===== src/tsa_pkg.sv =====
// ----------------------------------------------------------------------------
// tsa_pkg: shared types and constants of the talk source arbiter
// Holds the status codes, register indexes, and the item and config structs.
// ----------------------------------------------------------------------------
package tsa_pkg;

    // Width of the stored timestamp; elapsed time wraps at this width.
    localparam int TIME_BITS = 32;
    // Width used to compare elapsed time against the 32-bit hold register.
    localparam int CMP_BITS  = (TIME_BITS > 32) ? TIME_BITS : 32;

    // Configuration port geometry.
    localparam int CFG_IDX_BITS  = 3;
    localparam int CFG_DATA_BITS = 32;

    // Register indexes on the configuration port.
    localparam logic [CFG_IDX_BITS-1:0] CFG_CIPHER_DOMAIN = 3'd0;
    localparam logic [CFG_IDX_BITS-1:0] CFG_PLAIN_DOMAIN  = 3'd1;
    localparam logic [CFG_IDX_BITS-1:0] CFG_MIX_MODE      = 3'd2;
    localparam logic [CFG_IDX_BITS-1:0] CFG_SECURE_MODE   = 3'd3;
    localparam logic [CFG_IDX_BITS-1:0] CFG_PTT_MODE      = 3'd4;
    localparam logic [CFG_IDX_BITS-1:0] CFG_SWITCH_MARGIN = 3'd5;
    localparam logic [CFG_IDX_BITS-1:0] CFG_HOLD_TICKS    = 3'd6;

    // Secure mode codes; the unused codes behave as crypto without handshake.
    localparam logic [1:0] SEC_NONE      = 2'd0;
    localparam logic [1:0] SEC_HANDSHAKE = 2'd2;

    // Reset values of the registers.
    localparam logic [7:0]  RST_CIPHER_DOMAIN = 8'd0;
    localparam logic [7:0]  RST_PLAIN_DOMAIN  = 8'd1;
    localparam logic [7:0]  RST_SWITCH_MARGIN = 8'd30;
    localparam logic [31:0] RST_HOLD_TICKS    = 32'd100000;
    localparam logic signed [7:0] RST_POWER_AVG = -8'sd127;

    // Status reported with each result word.
    typedef enum logic [1:0] {
        ST_TIMEOUT = 2'd0,
        ST_ACCEPT  = 2'd1,
        ST_BLOCKED = 2'd2,
        ST_IGNORED = 2'd3
    } t_status;

    typedef struct packed {
        logic [7:0]  cipher_domain;
        logic [7:0]  plain_domain;
        logic        mix_mode;
        logic [1:0]  secure_mode;
        logic        ptt_mode;
        logic [7:0]  switch_margin;
        logic [31:0] hold_ticks;
    } t_cfg;

    typedef struct packed {
        logic              frame_present;
        logic [7:0]        stream_index;
        logic [7:0]        domain_code;
        logic signed [7:0] frame_power;
        logic [31:0]       now_ticks;
        logic              cipher_active;
    } t_in_item;

    typedef struct packed {
        t_status    status;
        logic       ptt_level;
        logic       cipher_request;
        logic [7:0] active_stream;
    } t_out_item;

endpackage


===== src/talk_source_arbiter.sv =====
// The talk source arbiter takes one frame word per cycle while the output
// side keeps up and returns one result word for each, in order. A word
// passes an input register, is decided against the arbitration state
// combinationally, and lands in a result register. The rate is set by
// the update of the average, active stream, timestamp, request and talk
// registers that each frame must see from the frame before it. The user
// must see that configuration is written through the plain write port
// only while no word is in flight; the block does not enforce it.
// ----------------------------------------------------------------------------
// talk_source_arbiter: top level of the talk channel arbiter
// Stream input and output registers around the decision core and the
// configuration registers.
// ----------------------------------------------------------------------------
module talk_source_arbiter (
    input  logic                               i_clk,
    input  logic                               i_rst_n,
    // Frame input stream.
    input  logic                               i_s_axis_tvalid,
    output logic                               o_s_axis_tready,
    // tdata fields from bit 0: stream_index[7:0], domain_code[15:8],
    // frame_power[23:16], now_ticks[55:24], cipher_active[56], zero fill.
    input  logic [63:0]                        i_s_axis_tdata,
    // tuser fields from bit 0: frame_present[0].
    input  logic                               i_s_axis_tuser,
    // Result output stream.
    output logic                               o_m_axis_tvalid,
    input  logic                               i_m_axis_tready,
    // tdata fields from bit 0: ptt_level[0], cipher_request[1],
    // active_stream[9:2], zero fill.
    output logic [15:0]                        o_m_axis_tdata,
    // tuser fields from bit 0: status[1:0].
    output logic [1:0]                         o_m_axis_tuser,
    // Configuration write port.
    input  logic                               i_cfg_we,
    input  logic [tsa_pkg::CFG_IDX_BITS-1:0]   i_cfg_index,
    input  logic [tsa_pkg::CFG_DATA_BITS-1:0]  i_cfg_wdata
);
    import tsa_pkg::*;

    t_cfg       w_cfg;
    t_in_item   r_in;
    logic       r_in_valid;
    t_out_item  w_result;
    t_out_item  r_out;
    logic       r_out_valid;
    logic       w_out_free;
    logic       w_step;
    logic       w_in_take;

    tsa_cfg u_cfg (
        .i_clk       (i_clk),
        .i_rst_n     (i_rst_n),
        .i_cfg_we    (i_cfg_we),
        .i_cfg_index (i_cfg_index),
        .i_cfg_wdata (i_cfg_wdata),
        .o_cfg       (w_cfg)
    );

    // Handshake: the result register frees when empty or being drained.
    assign w_out_free      = !r_out_valid || i_m_axis_tready;
    assign w_step          = r_in_valid && w_out_free;
    assign o_s_axis_tready = !r_in_valid || w_out_free;
    assign w_in_take       = i_s_axis_tvalid && o_s_axis_tready;

    // Input register.
    always_ff @(posedge i_clk) begin
        if (!i_rst_n) begin
            r_in_valid <= 1'b0;
        end else if (o_s_axis_tready) begin
            r_in_valid <= i_s_axis_tvalid;
        end
    end

    always_ff @(posedge i_clk) begin
        if (w_in_take) begin
            r_in.frame_present <= i_s_axis_tuser;
            r_in.stream_index  <= i_s_axis_tdata[7:0];
            r_in.domain_code   <= i_s_axis_tdata[15:8];
            r_in.frame_power   <= i_s_axis_tdata[23:16];
            r_in.now_ticks     <= i_s_axis_tdata[55:24];
            r_in.cipher_active <= i_s_axis_tdata[56];
        end
    end

    tsa_core u_core (
        .i_clk    (i_clk),
        .i_rst_n  (i_rst_n),
        .i_cfg    (w_cfg),
        .i_step   (w_step),
        .i_item   (r_in),
        .o_result (w_result)
    );

    // Result register.
    always_ff @(posedge i_clk) begin
        if (!i_rst_n) begin
            r_out_valid <= 1'b0;
        end else if (w_out_free) begin
            r_out_valid <= r_in_valid;
        end
    end

    always_ff @(posedge i_clk) begin
        if (w_step) begin
            r_out <= w_result;
        end
    end

    assign o_m_axis_tvalid = r_out_valid;
    assign o_m_axis_tuser  = r_out.status;
    assign o_m_axis_tdata  = {6'b0, r_out.active_stream, r_out.cipher_request,
                              r_out.ptt_level};

`ifndef SYNTH
    // Nothing is shown on the output in the cycle after reset.
    a_reset_idle: assert property (@(posedge i_clk)
        !i_rst_n |=> !o_m_axis_tvalid)
        else $error("result valid right after reset");

    // An accepted frame raises push-to-talk when the block drives it.
    a_accept_talk: assert property (@(posedge i_clk) disable iff (!i_rst_n)
        (o_m_axis_tvalid && (o_m_axis_tuser == ST_ACCEPT) && w_cfg.ptt_mode)
        |-> o_m_axis_tdata[0])
        else $error("accepted frame without push-to-talk");

    // A timeout or a blocked frame drops push-to-talk when the block drives it.
    a_drop_talk: assert property (@(posedge i_clk) disable iff (!i_rst_n)
        (o_m_axis_tvalid && w_cfg.ptt_mode &&
         ((o_m_axis_tuser == ST_TIMEOUT) || (o_m_axis_tuser == ST_BLOCKED)))
        |-> !o_m_axis_tdata[0])
        else $error("push-to-talk held after timeout or block");

    // A word in the input register with a free result register moves on.
    a_advance: assert property (@(posedge i_clk) disable iff (!i_rst_n)
        (r_in_valid && w_out_free) |=> r_out_valid)
        else $error("decided word lost before the result register");
`endif

endmodule


===== src/tsa_cfg.sv =====
// ----------------------------------------------------------------------------
// tsa_cfg: configuration registers
// Holds the seven control registers written through the plain write port.
// ----------------------------------------------------------------------------
module tsa_cfg (
    input  logic                               i_clk,
    input  logic                               i_rst_n,
    input  logic                               i_cfg_we,
    input  logic [tsa_pkg::CFG_IDX_BITS-1:0]   i_cfg_index,
    input  logic [tsa_pkg::CFG_DATA_BITS-1:0]  i_cfg_wdata,
    output tsa_pkg::t_cfg                      o_cfg
);
    import tsa_pkg::*;

    t_cfg r_cfg;

    // Register file; writes beyond the list are dropped.
    always_ff @(posedge i_clk) begin
        if (!i_rst_n) begin
            r_cfg.cipher_domain <= RST_CIPHER_DOMAIN;
            r_cfg.plain_domain  <= RST_PLAIN_DOMAIN;
            r_cfg.mix_mode      <= 1'b0;
            r_cfg.secure_mode   <= SEC_NONE;
            r_cfg.ptt_mode      <= 1'b1;
            r_cfg.switch_margin <= RST_SWITCH_MARGIN;
            r_cfg.hold_ticks    <= RST_HOLD_TICKS;
        end else if (i_cfg_we) begin
            case (i_cfg_index)
                CFG_CIPHER_DOMAIN: r_cfg.cipher_domain <= i_cfg_wdata[7:0];
                CFG_PLAIN_DOMAIN:  r_cfg.plain_domain  <= i_cfg_wdata[7:0];
                CFG_MIX_MODE:      r_cfg.mix_mode      <= i_cfg_wdata[0];
                CFG_SECURE_MODE:   r_cfg.secure_mode   <= i_cfg_wdata[1:0];
                CFG_PTT_MODE:      r_cfg.ptt_mode      <= i_cfg_wdata[0];
                CFG_SWITCH_MARGIN: r_cfg.switch_margin <= i_cfg_wdata[7:0];
                CFG_HOLD_TICKS:    r_cfg.hold_ticks    <= i_cfg_wdata[31:0];
                default: begin
                end
            endcase
        end
    end

    assign o_cfg = r_cfg;

endmodule


===== src/tsa_core.sv =====
// ----------------------------------------------------------------------------
// tsa_core: arbitration state and per-frame decision
// Decides the status of one registered frame and updates the state in the
// same cycle, so the next frame sees the new state.
// ----------------------------------------------------------------------------
module tsa_core (
    input  logic                i_clk,
    input  logic                i_rst_n,
    input  tsa_pkg::t_cfg       i_cfg,
    input  logic                i_step,
    input  tsa_pkg::t_in_item   i_item,
    output tsa_pkg::t_out_item  o_result
);
    import tsa_pkg::*;

    logic signed [7:0]      r_avg;
    logic [7:0]             r_active;
    logic [TIME_BITS-1:0]   r_last;
    logic                   r_req;
    logic                   r_talk;

    logic signed [7:0]      n_avg;
    logic [7:0]             n_active;
    logic [TIME_BITS-1:0]   n_last;
    logic                   n_req;
    logic                   n_talk;

    logic                   w_is_cipher;
    logic                   w_is_plain;
    logic                   w_on_active;
    logic signed [17:0]     w_avg18;
    logic signed [17:0]     w_acc;
    logic signed [17:0]     w_biased;
    logic signed [7:0]      w_avg_leak;
    logic signed [9:0]      w_diff;
    logic [TIME_BITS-1:0]   w_now_t;
    logic [TIME_BITS-1:0]   w_elapsed;
    logic                   w_takeover;
    logic                   w_blocked;
    t_status                w_status;

    assign w_is_cipher = (i_item.domain_code == i_cfg.cipher_domain);
    assign w_is_plain  = (i_item.domain_code == i_cfg.plain_domain);
    assign w_on_active = (i_item.stream_index == r_active) || i_cfg.mix_mode;

    // Leaky average: (old*1023 + p) / 1024, rounded toward zero.
    assign w_avg18    = 18'(r_avg);
    assign w_acc      = (w_avg18 <<< 10) - w_avg18 + 18'(i_item.frame_power);
    assign w_biased   = w_acc + (w_acc[17] ? 18'sd1023 : 18'sd0);
    assign w_avg_leak = 8'(w_biased >>> 10);

    // Takeover test: loud enough over the average, or silence past the hold.
    assign w_diff     = 10'(i_item.frame_power) - 10'(r_avg);
    assign w_now_t    = TIME_BITS'(i_item.now_ticks);
    assign w_elapsed  = w_now_t - r_last;
    assign w_takeover = (w_diff > $signed({2'b00, i_cfg.switch_margin})) ||
                        (CMP_BITS'(w_elapsed) > CMP_BITS'(i_cfg.hold_ticks));

    // Request level, then the secure checks against the updated request.
    always_comb begin
        n_req = r_req;
        if (i_item.frame_present) begin
            if (w_on_active) begin
                if (i_cfg.secure_mode != SEC_NONE) begin
                    n_req = w_is_cipher;
                end
            end else if (w_takeover) begin
                n_req = w_is_cipher;
            end
        end
        w_blocked = (i_cfg.secure_mode != SEC_NONE) &&
                    (!(w_is_cipher || w_is_plain) ||
                     ((i_cfg.secure_mode == SEC_HANDSHAKE) &&
                      (n_req != i_item.cipher_active)));
    end

    // Status, average, active stream.
    always_comb begin
        n_avg    = r_avg;
        n_active = r_active;
        if (!i_item.frame_present) begin
            w_status = ST_TIMEOUT;
        end else if (w_on_active) begin
            if (w_blocked) begin
                w_status = ST_BLOCKED;
            end else begin
                w_status = ST_ACCEPT;
                n_avg    = w_avg_leak;
            end
        end else if (w_takeover) begin
            n_avg    = i_item.frame_power;
            n_active = i_item.stream_index;
            w_status = w_blocked ? ST_BLOCKED : ST_ACCEPT;
        end else begin
            w_status = ST_IGNORED;
        end
    end

    // Push-to-talk and timestamp follow the status.
    always_comb begin
        n_talk = r_talk;
        n_last = r_last;
        if (w_status == ST_ACCEPT) begin
            n_last = w_now_t;
            if (i_cfg.ptt_mode) begin
                n_talk = 1'b1;
            end
        end else if ((w_status == ST_TIMEOUT) || (w_status == ST_BLOCKED)) begin
            if (i_cfg.ptt_mode) begin
                n_talk = 1'b0;
            end
        end
    end

    always_ff @(posedge i_clk) begin
        if (!i_rst_n) begin
            r_avg    <= RST_POWER_AVG;
            r_active <= '0;
            r_last   <= '0;
            r_req    <= 1'b0;
            r_talk   <= 1'b0;
        end else if (i_step) begin
            r_avg    <= n_avg;
            r_active <= n_active;
            r_last   <= n_last;
            r_req    <= n_req;
            r_talk   <= n_talk;
        end
    end

    // Result word reflects the state after this frame.
    assign o_result.status         = w_status;
    assign o_result.ptt_level      = n_talk;
    assign o_result.cipher_request = n_req;
    assign o_result.active_stream  = n_active;

endmodule


===== config.mk =====
export PLATFORM = sky130hd
export DESIGN_NAME = talk_source_arbiter
export DESIGN_NICKNAME = d
export VERILOG_FILES = /design/src/tsa_pkg.sv /design/src/talk_source_arbiter.sv /design/src/tsa_cfg.sv /design/src/tsa_core.sv
export SDC_FILE = /design/constraint.sdc
export NUM_CORES = 1
export LEC_CHECK = 0
export ABC_AREA = 0
export BUFFER_PORTS_ARGS = -buffer_cell sky130_fd_sc_hd__buf_4
export CORE_AREA = 3 3 131 183
export DETAILED_ROUTE_END_ITERATION = 10
export DIE_AREA = 0 0 134 186
export GPL_ROUTABILITY_DRIVEN = 0
export MAX_ROUTING_LAYER = met4
export PLACE_DENSITY = 0.69
export REMOVE_ABC_BUFFERS = 1
export SLEW_MARGIN = 30
export SYNTH_ARGS = -nofsm -noshare
export SYNTH_HDL_FRONTEND = slang
export SYNTH_SLANG_ARGS = --single-unit

===== constraint.sdc =====
create_clock -name i_clk -period 8.3 [get_ports i_clk]
set_input_delay 1.66 -clock i_clk [delete_from_list [all_inputs] [get_ports i_clk]]
set_output_delay 1.66 -clock i_clk [all_outputs]
set_load 0.05 [all_outputs]

==> results of run 1 <==
[worst min-delay path by stage]
stage                                  from                            to  slack (ns)  cells past startpoint
2_1_floorplan  u_cfg.o_cfg[11]$_SDFFE_PN0P_  u_cfg.o_cfg[11]$_SDFFE_PN0P_        0.44                      2
3_3_place_gp   u_cfg.o_cfg[31]$_SDFFE_PN0P_  u_cfg.o_cfg[31]$_SDFFE_PN0P_        0.44                      2
3_5_place_dp    u_cfg.o_cfg[6]$_SDFFE_PN0P_   u_cfg.o_cfg[6]$_SDFFE_PN0P_        0.45                      2
4_1_cts         u_cfg.o_cfg[6]$_SDFFE_PN0P_   u_cfg.o_cfg[6]$_SDFFE_PN0P_        0.46                      2
5_1_grt        u_cfg.o_cfg[24]$_SDFFE_PN0P_  u_cfg.o_cfg[24]$_SDFFE_PN0P_        0.47                      2
6_report       u_cfg.o_cfg[31]$_SDFFE_PN0P_  u_cfg.o_cfg[31]$_SDFFE_PN0P_        0.46                      2
[area by class of cell]
type / count / area [um^2] / share of cell area
tap: 301 / 376.6 / 0.02944
clock inverter: 12 / 78.83 / 0.006163
clock buffer: 20 / 456.7 / 0.03570
sequential: 182 / 4344 / 0.3396
timing repair buffer: 118 / 885.9 / 0.06926
inverter: 133 / 499.2 / 0.03903
multi-input combinational: 870 / 6150 / 0.4808
[flip-flops by register name, indices dropped and copies added (netlist names)]
register,flops
u_core.r_req,1
r_in,58
u_core.r_active,8
o_m_axis_tdata,10
u_core.r_last,32
o_m_axis_tuser,2
u_core.r_avg,8
o_m_axis_tvalid,1
u_core.r_talk,1
r_in_valid,1
u_cfg.o_cfg,60
[per-layer routing]
| layer | wire length [um] | vias to the layer above |
|---|---|---|
| li1 | - | 4450 |
| met4 | 842 | 0 |
| met1 | 10190 | 4197 |
| met2 | 13850 | 191 |
| met3 | 802 | 52 |
| met5 | 0 | - |
[critical path, stage by stage, from the launching register on]
cell	delay (ns)
edfxtp_1	0.38
inv_1	0.07
ha_1	0.19
inv_1	0.06
fa_1	0.39
a21o_1	0.19
a2111oi_2	0.43
o31ai_1	0.22
a2bb2oi_1	0.28
a31oi_1	0.16
a21oi_1	0.26
o21ai_1	0.15
a311oi_1	0.51
o21ai_0	0.20
xor2_1	0.18
ha_1	0.32
and4_1	0.20
nand3_1	0.10
nor3_1	0.28
nand2_1	0.10
a22oi_2	0.33
a211oi_1	0.14
a211oi_2	0.32
and3_2	0.59
buf_4	0.44
mux2i_1	0.23
nor2_1	0.05
[through the flow]
stage               instance area, um^2    util
global route                      12790  0.5678
global placement                  12260  0.5440
CTS                               12790  0.5678
floorplan                         10990       -
finish                            12790  0.5678
detailed placement                12260  0.5440
[logic make-up after synthesis]
| logic type | after synthesis |
|---|---|
| other | 1 |
| flip-flops | 182 |
| adder cells (fa/ha/maj) | 119 |
| AND/OR/NAND/NOR | 355 |
| AO/OA/AOI/OAI | 264 |
| XOR/XNOR | 74 |
| buffers and inverters | 170 |
| multiplexers | 52 |
[cell usage in the layout, fill, tap and decap left out, types with 34 or more instances in the layout]
master	instances
a21oi_1	103
buf_4	118
dfxtp_1	112
edfxtp_1	70
ha_1	103
inv_1	132
mux2i_1	44
nand2_1	147
nor2_1	89
xnor2_1	40
xor2_1	34
[power breakdown]
group / switching [mW] / leakage [nW] / internal (mW)
logic: 0.496 / 3.38 / 0.366
registers: 0.0272 / 1.59 / 0.974
clock network: 0.346 / 0.262 / 0.398
==> impl_metrics.py, run 1 <==
metrics = {
    "run_status": {
        "status": "finished clean",
    },
    "timing": {
        "worst_pin_slew_ns": 0.8874,
        "setup_slack_ns": 1.351,
        "slew_headroom": 0.4039,
        "fin_worst_skew_ns": 0.01466,
        "timing.fmax_mhz": 143.9,
        "rsz0062_at_grt": "no",
        "whs_ns": 0.4553,
        "setup-tns-final_ns": 0,
        "final_hold_viol_count": 0,
        "setup_violations": 0,
        "fin_crit_sh": 0.8372,
        "fin_crit_ns": 6.949,
        "drv_slew": 0,
    },
    "yosys": {
        "synth.yosys.seq_area_share": 0.3889,
        "synth_edf_count": 70,
        "synth_xor_area_frac": 0.05803,
        "netlist_top_cells_count": "nand2_1 (147), inv_1 (132), dfxtp_1 (112)",
        "dominantRegCellSynth": "dfxtp_1",
        "syn_inst": 1217,
        "yosys-top-cells-area": "dfxtp_1 (20%), edfxtp_1 (19%), ha_1 (12%), nand2_1 (4.9%), a21oi_1 (4.6%)",
        "ys_async_sr_fraction": 0,
        "synth.distinct_cells": 74,
        "ys_ff_latch": 182,
        "synth-adder-area-share": 0.1441,
        "synth.top_cell.area_share": 0.2007,
        "ys_warn_count": 0,
        "avgSynthCellArea_um2": 9.178,
        "syn_area_mm2": 0.01117,
        "yosys.area.top_type": "dfxtp_1",
        "synth.area.mux_share": 0.04750,
        "synth_simple_gate_area_frac": 0.1437,
        "synth_top_family_by_area": "compound AO/OA/AOI/OAI gates",
        "synth_most_common_cell": "nand2_1",
        "synth_compound_area_frac": 0.1546,
    },
    "clocking": {
        "insertion_delay_ns": 0.44,
        "cts_max_path_buffers": 2,
        "clock-sinks": 182,
        "cts_buffers": 17,
        "cts_tree": "built",
        "postCtsSetupBuffers": 0,
        "clk_pin_slew_ns": 0.07,
        "cts.htree.levels": 4,
        "root_buffer": "clkbuf_16",
        "cts_resized": 0,
        "cts_hold_buf": 0,
    },
    "critical_path": {
        "ff2ff_setup_slack_ns": 1.35,
        "worstPathMaxFanout": 21,
        "r2r-end": "u_core.r_last[1]$_SDFFE_PN0P_",
        "worst-setup-path-type": "reg2reg",
        "cp.required_ns": 8.59,
        "start_kind": "flop",
        "endpoint": "u_core.r_last[1]$_SDFFE_PN0P_",
        "critPathArrivalTime_ns": 7.24,
        "critPathCaptureType": "flop",
        "reg2reg_depth": 26,
        "r2r_start": "r_in[1]$_DFFE_PP_",
        "crit_start": "r_in[1]$_DFFE_PP_",
    },
    "detailed_routing": {
        "num_vias": 8890,
        "routedWlPerCell_um": 15.70,
        "dr.pass1.iters": 4,
        "antenna_left": 0,
        "drt-initial-drc-count": 345,
        "route.detailed.drc": 0,
        "viasPerCell": 5.434,
        "drt_wl_total_mm": 25.68,
    },
    "global_routing": {
        "grt_pass1_wl_mm": 41.77,
        "grt_use_met3": 0.02920,
        "grt_pass1_vias": 8807,
        "grt_use_total": 0.2144,
        "grt_busiest_layer": "met2",
        "use_met2": 0.3979,
        "antenna_found_initial": 0,
        "grt_max_degree": 72,
        "grt_remaining_overflow": 0,
        "grt_use_met1": 0.2290,
    },
    "place": {
        "hpwl_mm": 19.38,
        "numPortBuffers": 111,
        "pre_cts_ws_ns": 1.343,
        "place_inst": 1604,
    },
    "die": {
        "io_pins": 125,
        "die_y_um": 186,
        "chipWidth_um": 134,
        "dieArea_mm2": 0.02492,
        "rows": 65,
        "start_util": 0.4958,
        "fp.coreArea_mm2": 0.02253,
    },
    "pwr": {
        "leakagePower_nw": 5.231,
        "power_density_mw_per_mm2": 203.8,
        "vdd_drop_max_v": 0.0001670,
        "total_power_mw": 2.606,
    },
    "worst_hold_path": {
        "hold_path.class": "reg2reg",
    },
    "cells_and_area": {
        "diodes": 0,
        "fin_cells": 1636,
        "final_net_count": 1546,
        "fill_cells": 2068,
        "drive_above_1_share": 0.1273,
        "area_growth_pct": 14.52,
    },
    "job": {
        "maxCapViolCount": 0,
    },
}
Power figures use the tool's default switching activity.
==> run 2, diff against run 1 <==
==> constraint.sdc (replaced) <==
create_clock -name i_clk -period 6.4 [get_ports i_clk]
set_input_delay 1.28 -clock i_clk [delete_from_list [all_inputs] [get_ports i_clk]]
set_output_delay 1.28 -clock i_clk [all_outputs]
set_load 0.05 [all_outputs]
==> run 2 against run 1 <==
Utilization increased by 1.1 points. Power increased by 35%. First-iteration DRC count increased by 1.7%. Worst setup slack got worse by 0.90 ns.
==> impl_metrics.py, run 2 (synthesis results as in run 1) <==
metrics = {
    "run_status": {
        "status": "finished clean",
    },
    "timing": {
        "fin_crit_sh": 0.9299,
        "timing.fmax_mhz": 168.0,
        "worst_pin_slew_ns": 0.9360,
        "whs_ns": 0.4554,
        "fin_worst_skew_ns": 0.01103,
        "drv_slew": 0,
        "final_hold_viol_count": 0,
        "fin_crit_ns": 5.951,
        "setup-tns-final_ns": 0,
        "slew_headroom": 0.3712,
        "setup_slack_ns": 0.4489,
        "setup_violations": 0,
    },
    "place": {
        "pre_cts_ws_ns": 0.1894,
        "hpwl_mm": 19.41,
        "place_inst": 1618,
        "numPortBuffers": 111,
    },
    "critical_path": {
        "start_kind": "flop",
        "critPathArrivalTime_ns": 6.25,
        "cp_common_cell": "buf_4",
        "cp.required_ns": 6.70,
        "r2r_start": "r_in[1]$_DFFE_PP_",
        "critPathBufInv": 5,
        "critPathMaxStageDelay_ns": 0.41,
        "slowest_stage": "fa_1",
        "crit_start": "r_in[1]$_DFFE_PP_",
        "critPathCaptureType": "flop",
        "worst-setup-path-type": "reg2reg",
        "cpLargestDelayFamily": "compound AO/OA/AOI/OAI gates",
        "worstPathMaxFanout": 9,
    },
    "pwr": {
        "power_density_mw_per_mm2": 270.2,
        "leakagePower_nw": 5.348,
        "vdd_drop_max_v": 0.0001598,
    },
    "global_routing": {
        "antenna_found_initial": 0,
        "grt_pass1_wl_mm": 41.39,
        "grt_use_total": 0.2140,
        "grt_pass1_vias": 8761,
        "grt_remaining_overflow": 0,
        "grt_max_degree": 66,
    },
    "detailed_routing": {
        "antenna_left": 0,
        "drt-initial-drc-count": 351,
        "routedWlPerCell_um": 15.51,
        "viasPerCell": 5.365,
        "num_vias": 8869,
        "drt_wl_total_mm": 25.64,
        "dr.pass1.iters": 5,
        "route.detailed.drc": 0,
    },
    "cells_and_area": {
        "drive_above_1_share": 0.1442,
        "final_cell_mix": "nand2_1 (147), buf_4 (134), inv_1 (132)",
        "fill_cells": 2024,
        "multi_input_comb_area_mm2": 0.006200,
        "area_growth_pct": 16.78,
        "largest_reg_flops": 60,
        "diodes": 0,
        "final_common_cell": "nand2_1",
        "final_net_count": 1563,
        "fin_cells": 1653,
        "seq_area_mm2": 0.004344,
    },
    "worst_hold_path": {
        "hold_path.class": "reg2reg",
        "hp-start": "u_cfg.o_cfg[26]$_SDFFE_PN0P_",
    },
    "clocking": {
        "cts.htree.levels": 4,
        "insertion_delay_ns": 0.44,
        "clock-sinks": 182,
        "cts_buffers": 17,
        "clk_pin_slew_ns": 0.07,
        "cts_max_path_buffers": 2,
        "cts_tree": "built",
        "root_buffer": "clkbuf_16",
    },
    "die": {
        "start_util": 0.4958,
        "io_pins": 125,
        "dieArea_mm2": 0.02492,
        "die_y_um": 186,
        "chipWidth_um": 134,
        "fp.coreArea_mm2": 0.02253,
        "rows": 65,
    },
    "job": {
        "maxCapViolCount": 0,
    },
}
## run 2: changes by cell type in the layout (fill, tap and decap cells not counted), sizes merged
| cell | before | now |
|---|---|---|
| buf | 118 | 135 |
| clkinvlp | 3 | 1 |
| bufinv | 0 | 2 |
| clkbuf | 20 | 19 |
| clkinv | 7 | 5 |
| inv | 135 | 138 |
## run 2: path summary, 6_finish.rpt
kind | depth (start not counted) | slack (ns) | endpoint
max | 27 | 0.45 | u_core.r_avg[1]$_SDFFE_PN0P_
min | 2 | 0.46 | u_cfg.o_cfg[26]$_SDFFE_PN0P_
max reg2reg | 27 | 0.45 | u_core.r_avg[1]$_SDFFE_PN0P_
min reg2reg | 2 | 0.46 | u_cfg.o_cfg[26]$_SDFFE_PN0P_
## run 2: routing by layer
layer	vias up	global-route usage	wire length (um)
met5	-	-	0
met2	185	0.3987	13720
li1	4475	-	-
met3	63	0.02948	815
met4	0	0.09016	896
met1	4146	0.2262	10210
## run 2: final cells by class
class / count / area share
clock buffer: 19 / 0.03472
clock inverter: 13 / 0.01113
tap: 301 / 0.02887
inverter: 133 / 0.03827
sequential: 182 / 0.3330
timing repair buffer: 135 / 0.07866
multi-input combinational: 870 / 0.4753
## run 2: worst min-delay path, delay by kind of cell (launching register included)
family           cells  cell delay, ns
AO/OA/AOI/OAI        1            0.05
flip-flops           1            0.31
AND/OR/NAND/NOR      1            0.05
## run 2: power breakdown
part           switching [mW]  internal (mW)
clock                   0.463          0.601
sequential             0.0351           1.26
combinational           0.653          0.509
total                    1.15           2.37
## run 2: repair_timing
action                                  4_1_cts  5_1_grt
endpoints found under the hold margin         0        0
resized for setup                             0        9
setup buffers                                 0        3
endpoints found under the setup margin        0       57
hold buffers                                  0        0
## run 2: per-stage QoR
step / instance area [um^2] / utilization / power (mW)
2_1_floorplan: 10990 / - / 2.142
3_3_place_gp: 12370 / 0.5492 / 2.444
3_5_place_dp: 12370 / 0.5492 / 2.465
4_1_cts: 12970 / 0.5758 / 3.538
5_1_grt: 13040 / 0.5790 / 3.738
6_report: 13040 / 0.5790 / 3.524
==> run 3, diff against run 2 <==
--- a/config.mk
+++ b/config.mk
@@ -11,6 +11,7 @@
 export DETAILED_ROUTE_END_ITERATION = 10
 export DIE_AREA = 0 0 134 186
 export GPL_ROUTABILITY_DRIVEN = 0
+export GPL_TIMING_DRIVEN = 0
 export MAX_ROUTING_LAYER = met4
 export PLACE_DENSITY = 0.69
 export REMOVE_ABC_BUFFERS = 1
==> run 3 against run 2 <==
Register-to-register slack lost 0.08 ns. Power shrank 0.14%. Via count grew 0.33%. Utilization grew 0.63 points. Die area is the same. Clock power is essentially flat. Largest cell class unchanged. Count of clock-buffer cells in the layout grew 2. Cell area grew 1.1%. Final cell count shrank 0.42%. First-iteration DRC count grew 3.4%.
==> impl_metrics.py, run 3 (synthesis results as in run 1) <==
metrics = {
    "run_status": {
        "status": "finished clean",
    },
    "pwr": {
        "vdd_drop_max_v": 0.0001809,
        "power_density_mw_per_mm2": 266.9,
        "leakagePower_nw": 5.330,
        "total_power_mw": 3.519,
    },
    "timing": {
        "setup_violations": 0,
        "slew_headroom": 0.4171,
        "whs_ns": 0.4565,
        "final_hold_viol_count": 0,
        "setup_slack_ns": 0.3661,
        "worst_pin_slew_ns": 0.8676,
        "fin_worst_skew_ns": 0.01103,
        "drv_slew": 0,
        "timing.fmax_mhz": 165.7,
        "fin_crit_sh": 0.9428,
        "fin_crit_ns": 6.034,
    },
    "cells_and_area": {
        "final_common_cell": "nand2_1",
        "multi_input_comb_area_mm2": 0.006315,
        "stdcell_area_mm2": 0.01319,
        "final_cell_mix": "nand2_1 (146), inv_1 (131), buf_4 (120)",
        "final_net_count": 1556,
        "diodes": 0,
        "largest_reg_flops": 60,
        "drive_above_1_share": 0.1457,
        "area_growth_pct": 18.05,
        "seq_area_mm2": 0.004344,
        "fill_cells": 1971,
    },
    "die": {
        "rows": 65,
        "fp.coreArea_mm2": 0.02253,
        "start_util": 0.4958,
        "chipWidth_um": 134,
        "die_y_um": 186,
        "dieArea_mm2": 0.02492,
        "io_pins": 125,
    },
    "critical_path": {
        "start_kind": "flop",
        "ff2ff_setup_slack_ns": 0.37,
        "critPathArrivalTime_ns": 6.34,
        "reg2reg_depth": 27,
        "r2r-end": "u_core.r_last[14]$_SDFFE_PN0P_",
        "r2r_start": "r_in[1]$_DFFE_PP_",
        "critPathCaptureType": "flop",
        "crit_start": "r_in[1]$_DFFE_PP_",
        "worstPathMaxFanout": 10,
        "cp.required_ns": 6.70,
        "worst-setup-path-type": "reg2reg",
    },
    "detailed_routing": {
        "viasPerCell": 5.406,
        "dr.pass1.iters": 5,
        "antenna_left": 0,
        "drt_wl_total_mm": 26.25,
        "num_vias": 8898,
        "drt-initial-drc-count": 363,
        "route.detailed.drc": 0,
        "routedWlPerCell_um": 15.95,
    },
    "clocking": {
        "cts_buffers": 17,
        "cts_tree": "built",
        "cts_max_path_buffers": 2,
        "clk_pin_slew_ns": 0.07,
        "root_buffer": "clkbuf_16",
        "cts.htree.levels": 4,
        "insertion_delay_ns": 0.42,
        "clock-sinks": 182,
    },
    "worst_hold_path": {
        "hold-path-endpoint": "u_cfg.o_cfg[27]$_SDFFE_PN0P_",
        "hold_path.class": "reg2reg",
        "min_path_cells": 2,
        "hp-start": "u_cfg.o_cfg[27]$_SDFFE_PN0P_",
    },
    "global_routing": {
        "grt_remaining_overflow": 0,
        "grt_pass1_vias": 8848,
        "grt_use_met3": 0.02163,
        "grt_use_total": 0.2177,
        "grt_use_met1": 0.2353,
        "antenna_found_initial": 0,
        "grt_max_degree": 71,
        "use_met2": 0.4076,
        "grt_busiest_layer": "met2",
        "grt_pass1_wl_mm": 42.32,
    },
    "place": {
        "pre_cts_ws_ns": -0.6138,
        "hpwl_mm": 19.63,
        "numPortBuffers": 111,
        "place_area_mm2": 0.01232,
    },
    "job": {
        "maxCapViolCount": 0,
    },
}
## run 3: cell types whose count changed in the layout (fill, tap and decap cells not counted), sizes merged
cell | previous run | this run
buf | 135 | 127
and3 | 13 | 14
clkbuf | 19 | 21
clkinvlp | 1 | 5
inv | 138 | 132
bufinv | 2 | 3
clkinv | 5 | 4
## run 3: through the flow
step	setup TNS, ns	util	instances
6_report	0	0.5853	1646
5_1_grt	-0.009863	0.5853	1646
4_1_cts	0	0.5796	1641
3_5_place_dp	-16.67	0.5469	1601
3_3_place_gp	-57.14	0.5414	1597
2_1_floorplan	-2.274	-	1185
## run 3: timing repair
action,in CTS,in global routing
setup buffers,7,5
hold buffers,0,0
cloned,1,0
pin swaps,5,7
setup endpoints to repair,52,60
hold endpoints to repair,0,0
resized for setup,9,16
## run 3: worst max path at each step
stage                                      to  slack, ns  cells after the start
2_1_floorplan    u_core.r_avg[3]$_SDFFE_PN0P_      -0.15                     24
4_1_cts         u_core.r_last[1]$_SDFFE_PN0P_      0.006                     26
6_report       u_core.r_last[14]$_SDFFE_PN0P_       0.37                     27
3_3_place_gp     u_core.r_avg[1]$_SDFFE_PN0P_      -1.60                     25
5_1_grt        u_core.r_last[14]$_SDFFE_PN0P_      -0.01                     27
3_5_place_dp     u_core.r_avg[3]$_SDFFE_PN0P_      -0.61                     25
## run 3: per-layer routing
layer  share of wire  up-vias  routed length, um
li1                -     4466                  -
met1            0.40     4220              10540
met2            0.54      160              14300
met3           0.022       52                584
met4           0.031        0                822
met5               0        -                  0
## run 3: cell type report
cell class | count | area share
clock buffer | 21 | 0.03340
clock inverter | 11 | 0.01139
inverter | 133 | 0.03853
multi-input combinational | 871 | 0.4789
sequential | 182 | 0.3295
tap | 301 | 0.02856
timing repair buffer | 127 | 0.07971
## run 3: worst max-delay path: stages, from the launching register on
cell       delay (ns)
edfxtp_1         0.43
inv_1            0.09
ha_2             0.19
inv_1            0.06
fa_2             0.35
a21o_1           0.21
a2111oi_4        0.42
o31ai_4          0.13
a2bb2oi_2        0.18
a31oi_1          0.14
a21oi_2          0.22
o21ai_2          0.10
a311oi_2         0.36
buf_4            0.17
xnor2_1          0.11
ha_1             0.26
a21o_1           0.18
a221o_1          0.35
a221oi_1         0.27
o21ai_1          0.14
a22oi_2          0.27
a211oi_2         0.12
a211oi_2         0.27
buf_4            0.19
and3_4           0.25
buf_12           0.16
mux2i_2          0.22
nor2_1           0.06
## run 3: power by group
part | total, mW | internal, mW | leakage, nW | switching (mW)
Clock | 1.06 | 0.616 | 0.272 | 0.447
Combinational | 1.16 | 0.497 | 3.47 | 0.660
Sequential | 1.30 | 1.26 | 1.59 | 0.0360
Total | 3.52 | 2.38 | 5.33 | 1.14
